==> src/design/fixed_block_pool_allocator_assert.svh <==
// assertion macros shared by the allocator rtl
`ifndef FIXED_BLOCK_POOL_ALLOCATOR_ASSERT_SVH
`define FIXED_BLOCK_POOL_ALLOCATOR_ASSERT_SVH

// same-cycle implication, sampled on clk_i, off while rst_ni is low
`define FBPA_ASSERT_IMP(name, ante, cons, msg) \
  name: assert property (@(posedge clk_i) disable iff (!rst_ni) (ante) |-> (cons)) \
    else $error(msg);

// next-cycle implication, sampled on clk_i, off while rst_ni is low
`define FBPA_ASSERT_NXT(name, ante, cons, msg) \
  name: assert property (@(posedge clk_i) disable iff (!rst_ni) (ante) |=> (cons)) \
    else $error(msg);

`endif

==> src/design/fbpa_pkg.sv <==
package fbpa_pkg;

  localparam int unsigned MAX_BLOCKS_DEF = 1024;
  localparam int unsigned STRIDE_W       = 16;
  localparam int unsigned COUNT_W        = 11;
  localparam int unsigned ADDR_BUS_W     = 32;
  localparam int unsigned ACT_W          = 2;
  localparam int unsigned STAT_W         = 2;
  localparam int unsigned CFG_IDX_W      = 2;
  localparam int unsigned CFG_DATA_W     = 32;

  localparam logic [ADDR_BUS_W-1:0] BASE_RST   = '0;
  localparam logic [STRIDE_W-1:0]   STRIDE_RST = 16'd64;
  localparam logic [COUNT_W-1:0]    COUNT_RST  = 11'd1024;

  typedef enum logic [ACT_W-1:0] {
    ACT_INIT  = 2'd0,
    ACT_ALLOC = 2'd1,
    ACT_FREE  = 2'd2
  } action_e;

  typedef enum logic [STAT_W-1:0] {
    STAT_OK        = 2'd0,
    STAT_EMPTY     = 2'd1,
    STAT_TOO_LARGE = 2'd2,
    STAT_BAD_FREE  = 2'd3
  } status_e;

  typedef enum logic [CFG_IDX_W-1:0] {
    CFG_BASE   = 2'd0,
    CFG_STRIDE = 2'd1,
    CFG_COUNT  = 2'd2
  } cfg_reg_e;

  typedef struct packed {
    logic busy;
    logic done;
  } fbpa_div_sts_t;

endpackage

==> src/design/fbpa_div.sv <==
module fbpa_div import fbpa_pkg::*; #(
  parameter int unsigned QUO_W = 10
) (
  input  logic                      clk_i,
  input  logic                      rst_ni,
  input  logic                      start_i,
  input  logic [STRIDE_W+QUO_W-1:0] dividend_i,
  input  logic [STRIDE_W-1:0]       divisor_i,
  output fbpa_div_sts_t             sts_o,
  output logic [QUO_W-1:0]          quotient_o,
  output logic [STRIDE_W+QUO_W-1:0] remainder_o
);

  localparam int unsigned DIV_W = STRIDE_W + QUO_W;
  localparam int unsigned CNT_W = $clog2(QUO_W + 1);

  logic             busy_q, busy_d;
  logic             done_q, done_d;
  logic [CNT_W-1:0] cnt_q, cnt_d;
  logic [DIV_W-1:0] rem_q, rem_d;
  logic [DIV_W-1:0] den_q, den_d;
  logic [QUO_W-1:0] quo_q, quo_d;
  logic             ge;

  // quotient is known to fit in QUO_W bits, so the divisor starts at bit QUO_W-1
  assign ge = (rem_q >= den_q);

  always_comb begin
    busy_d = busy_q;
    done_d = 1'b0;
    cnt_d  = cnt_q;
    rem_d  = rem_q;
    den_d  = den_q;
    quo_d  = quo_q;
    if (start_i) begin
      busy_d = 1'b1;
      cnt_d  = CNT_W'(QUO_W);
      rem_d  = dividend_i;
      den_d  = DIV_W'(divisor_i) << (QUO_W - 1);
      quo_d  = '0;
    end else if (busy_q) begin
      if (ge) begin
        rem_d = rem_q - den_q;
      end
      quo_d = QUO_W'({quo_q, ge});
      den_d = den_q >> 1;
      cnt_d = cnt_q - CNT_W'(1);
      if (cnt_q == CNT_W'(1)) begin
        busy_d = 1'b0;
        done_d = 1'b1;
      end
    end
  end

  always_ff @(posedge clk_i or negedge rst_ni) begin
    if (!rst_ni) begin
      busy_q <= 1'b0;
      done_q <= 1'b0;
      cnt_q  <= '0;
    end else begin
      busy_q <= busy_d;
      done_q <= done_d;
      cnt_q  <= cnt_d;
    end
  end

  always_ff @(posedge clk_i) begin
    rem_q <= rem_d;
    den_q <= den_d;
    quo_q <= quo_d;
  end

  assign sts_o.busy  = busy_q;
  assign sts_o.done  = done_q;
  assign quotient_o  = quo_q;
  assign remainder_o = rem_q;

endmodule

==> config.mk <==
export PLATFORM = sky130hd
export DESIGN_NAME = fbpa_div
export DESIGN_NICKNAME = d
export VERILOG_FILES = /design/src/design/fixed_block_pool_allocator_assert.svh /design/src/design/fbpa_pkg.sv /design/src/design/fbpa_div.sv
export SDC_FILE = /design/constraint.sdc
export NUM_CORES = 1
export LEC_CHECK = 0
export ABC_AREA = 0
export BUFFER_PORTS_ARGS = -buffer_cell sky130_fd_sc_hd__buf_2
export CAP_MARGIN = 20
export CORE_MARGIN = 2
export CORE_UTILIZATION = 57
export DETAILED_ROUTE_END_ITERATION = 8
export HOLD_SLACK_MARGIN = 0.15
export PLACE_DENSITY = 0.81
export SETUP_SLACK_MARGIN = 0.15
export SLEW_MARGIN = 20
export SYNTH_ARGS = -nofsm -noshare
export SYNTH_HDL_FRONTEND = slang
export SYNTH_SLANG_ARGS = --single-unit
==> constraint.sdc <==
create_clock -name clk_i -period 4.5 [get_ports clk_i]
set_clock_uncertainty 0.15 [all_clocks]
set_input_delay 0.9 -clock clk_i [delete_from_list [all_inputs] [get_ports clk_i]]
set_output_delay 0.9 -clock clk_i [all_outputs]
set_load 0.02 [all_outputs]
# [Word-level counts from Yosys, hierarchy flattened]
# Index checks and enable logic that the tools add are counted.
# W data, S select, Z words.
[word_totals] register_bits=67
[op_classes] eq_ne=1 addsub=2 reduce_logical=3 n_lt_le_gt_ge=1 muxes=13
[op_table] op="$mux W26" n=3
[op_table] op="$mux W25" n=2
[op_table] op="$ge A26 B25 Y1" n=1
[op_table] op="$sub A26 B25 Y26" n=1
[op_table] op="$mux W4" n=2
[op_table] op="$mux W1" n=6
[op_table] op="$eq A4 B1 Y1 const B" n=1
[op_table] op="$reduce_bool A2 Y1" n=2
[op_table] op="$sub A4 B1 Y4 const B" n=1
[op_table] op="$reduce_and A2 Y1" n=1

# [Depth between registers and ports, before layout]
[logic_depth] word_depth=4 ltp_mapped=9 mapped_depth_nobuf=9

# [Worst setup path after synthesis]
# Ideal clock, no wire load.
[synth_path] path_type="register to register" from="register rem_q[0] (netlist: remainder_o[0])" to="register rem_q[0] (netlist: remainder_o[0]), enable pin" stages_incl_launch_ff=10 setup_ns=0.382 period_less_slack_ns=3.278 t_arrival_ns=2.747 slack_ns=1.222 required_time_ns=3.968 path_cell_list="edfxtp_1 > inv_1 > ha_1 > fa_1 > nand2b_1 > a21oi_2 > o21ai_1 > a21o_1 > o41ai_2 > a21o_1"
[synth_between] elab_chain_len=3
[synth_lines] item="start: declaration" line_no="fbpa_div.sv:20" rtl="logic [DIV_W-1:0] rem_q, rem_d;"
[synth_lines] item="start signal: assignment" line_no="fbpa_div.sv:68" rtl="rem_q <= rem_d;"
[synth_lines] item="$ge A26 B25 Y1" line_no="fbpa_div.sv:26" rtl="assign ge = (rem_q >= den_q);"
[synth_lines] item="$reduce_bool A2 Y1 (no source line)"
[synth_lines] item="$reduce_and A2 Y1 (no source line)"
# No other way between the ends.
# A chain may end at the register's enable or synchronous reset.

# [Worst setup path in the final report]
[layout_path] from="register rem_q[0] (netlist: remainder_o[0])" to="register rem_q[8] (netlist: remainder_o[8]), enable pin"
# The elaborated chain is that of the path after synthesis.

==> results.ini <==
[run_status]
status=completed

[setup_path]
cp_common_cell=a21o_1
path_cells=inv_1 > ha_1 > fa_1 > nand2b_1 > a21oi_2 > o21ai_1 > a21o_1 > o41ai_2 > a21o_1 > buf_4
worstPathMaxFanout=19
critical-path-top-delay-family=compound AO/OA/AOI/OAI gates
start_kind=register
critical_path.max_stage_delay_ns=0.43
cp_num_buf_inv=2
crit_required_ns=4.38
crit_path_end_kind=register
crit_slowest_cell=a21o_1
cp.arrival_ns=3.35
crit_type=reg -> reg

[sta]
final.min_clock_period_ns=3.47
fin_tns_setup_ns=0
worstMarginPinSlew_ns=0.780
setup_violations=0
fin_crit_sh_pct=77.1
final_max_slew_viol_count=0
relSlewSlack_pct=47.9
grt_setup_unrepaired=false
max_freq_ghz=0.288
holdWs_ns=0.191
hold_viol=0

[routing]
wl_per_cell_um=16.5
drt_iter0_drc=251
vias=3968
ant_nets=0
post_drt_via_cell_ratio=5.92
detail_route.first_pass.iterations=5
wl_mm=11.1
drc=0

[layout]
nFillCells=625
layoutNonFillerInstCount=670
final_area_um2=5120
seq_area_um2=1790
drive_gt1_share_pct=21.0
multi_input_area_um2=2430
syn_to_final_growth_pct=12.1
nets=636
antenna_cells=0

[global_routing]
antenna_found_initial=0
grt_first_pass_wirelength_mm=18.3
grt_start_max_net_pins=56
grt_overflow=0
track_usage_pct=26.5
grt_pass1_vias=3935

[power]
total_leakage_power_nw=2.37
ir_drop_mv=0.338
power_density_nw_per_um2=672

[logic_synthesis]
synth_nets=569
synthCells=496
async_flop_share_pct=8.96
synth_area_per_cell_um2=9.21
ys_seq_area_share_pct=39.2
ys_ff_latch=67
synth.cell_area_um2=4570
yosys_warnings=0
synthFlopType=edfxtp_1
synth-edff-count=42
synth_cell_types=72

[die]
dieArea_um2=8740
rows=32
die_w_um=93.5
start_util_pct=59.1
core_um2=7730
ios=83
die_h_um=93.5

[placed_design]
postPlaceCellArea_um2=4920
port_buffers=82
routabilityCongestion=0.889
place_hpwl_mm=8.10
place_inst=654

[run]
cap_viol_max_count=0

[cts]
post_cts_buffers=0
clock-sinks=67
cts_tree=built
cts_buffer_depth=2
clock-root-buffer=clkbuf_8
cts-buffers-inserted=9
clock_latency_ns=0.36
cts_hold_buffers=0
ctsResizeCount=0
htree_levels=3
clkTransAtPathRegs_ns=0.09

[min_path]
hold_class=in -> async

## routing by layer
metal | up-vias | part of all wire [%] | global-route usage (%)
li1 | 1922 | - | -
met1 | 1881 | 46 | 34.9
met2 | 139 | 46 | 43.1
met3 | 26 | 6.1 | 5.88
met4 | 0 | 2.0 | 8.82
met5 | - | 0 | 0
## state kept, by name (all words and copies together) (netlist names)
name and count:
busy_q 1, cnt_q 4, den_q 25, done_q 1
quotient_o 10, remainder_o 26
## worst paths after layout
kind,start,end,slack (ns),cells past startpoint
worst min register to register,quotient_o[9],quotient_o[9],0.35,2
min in group clk_i,quotient_o[9],quotient_o[9],0.35,2
worst max-delay path,remainder_o[0],remainder_o[8],1.03,10
worst max register to register,remainder_o[0],remainder_o[8],1.03,10
worst min-delay path,rst_ni,cnt_q[3],0.19,1
max in group asynchronous,rst_ni,cnt_q[1],3.85,1
## cell usage after synthesis, types with 4 or more instances
master | count | area [um2]
nand2_1 | 66 | 248
nor2_1 | 45 | 169
edfxtp_1 | 42 | 1260
inv_1 | 34 | 128
ha_1 | 27 | 338
a21oi_1 | 23 | 115
o21ai_0 | 23 | 115
mux2i_1 | 21 | 210
dfxtp_1 | 19 | 380
nand3_1 | 18 | 90.1
a21o_1 | 12 | 90.1
clkbuf_1 | 12 | 45.0
xnor2_1 | 10 | 87.6
o31ai_1 | 9 | 67.6
xor2_1 | 8 | 70.1
a22o_1 | 7 | 61.3
nand4_1 | 7 | 43.8
clkbuf_8 | 6 | 82.6
dfrtp_1 | 6 | 150
nor3_1 | 6 | 30.0
and2_1 | 5 | 31.3
nand2b_1 | 5 | 31.3
o211ai_1 | 5 | 37.5
a211oi_1 | 4 | 30.0
o21ai_1 | 4 | 20.0
## where the power goes
part           switching (mW)  internal (mW)
Clock                   0.270          0.244
Sequential             0.0931          0.865
Combinational            1.24          0.730
Total                    1.60           1.84
## kinds of logic (layout without fill, tap and decap cells)
group	count (synthesis)	after routing	share of synthesized area, %
AND/OR/NAND/NOR	175	175	18.3
adder cells (fa/ha/maj)	28	28	7.84
multiplexers	21	21	4.60
AO/OA/AOI/OAI	122	122	19.0
flip-flops	67	67	39.2
buffers and inverters	65	137	7.62
XOR/XNOR	18	18	3.45
## worst register-to-register path, stage by stage, from the launching register on
cell      delay (ns)
edfxtp_1        0.35
inv_1           0.05
ha_1            0.21
fa_1            0.40
nand2b_1        0.19
a21oi_2         0.22
o21ai_1         0.13
a21o_1          0.23
o41ai_2         0.40
a21o_1          0.43
buf_4           0.38
## final cells by class
class,instances,share of cell area (%)
flip-flops and latches,67,35.0
clock buffers,10,2.91
clock inverters,6,1.03
well taps,102,2.49
multi-input cells,364,47.4
inverters,35,2.57
repair buffers,86,8.60
## metrics by stage
stage,utilization [%],worst slack [ns],total power [mW]
global route,66.3,0.881,3.68
global placement,63.6,1.21,2.85
finish,66.3,1.03,3.44
floorplan,-,1.22,2.51
detailed placement,63.6,1.07,2.89
CTS,66.3,1.06,3.42
## cells in the final DEF (no fill, tap or decap), types with 3 or more instances in the layout
master,n
a211o_1,3
edfxtp_1,42
and2_1,5
xnor2_1,10
o21ai_1,4
clkbuf_8,9
buf_2,82
nand2b_1,5
nor2_1,45
o21a_1,3
dfxtp_1,19
o221ai_1,3
a21oi_1,23
nor3_1,6
a21o_1,12
a22o_1,7
mux2i_1,21
nand3_1,18
o21ai_0,23
xor2_1,8
o31ai_1,9
inv_1,34
o211ai_1,5
nand4_1,7
buf_4,4
a211oi_1,4
nor2b_1,3
nor3b_1,3
ha_1,27
dfrtp_1,6
nand2_1,66
(Power assumes the default switching activity.)
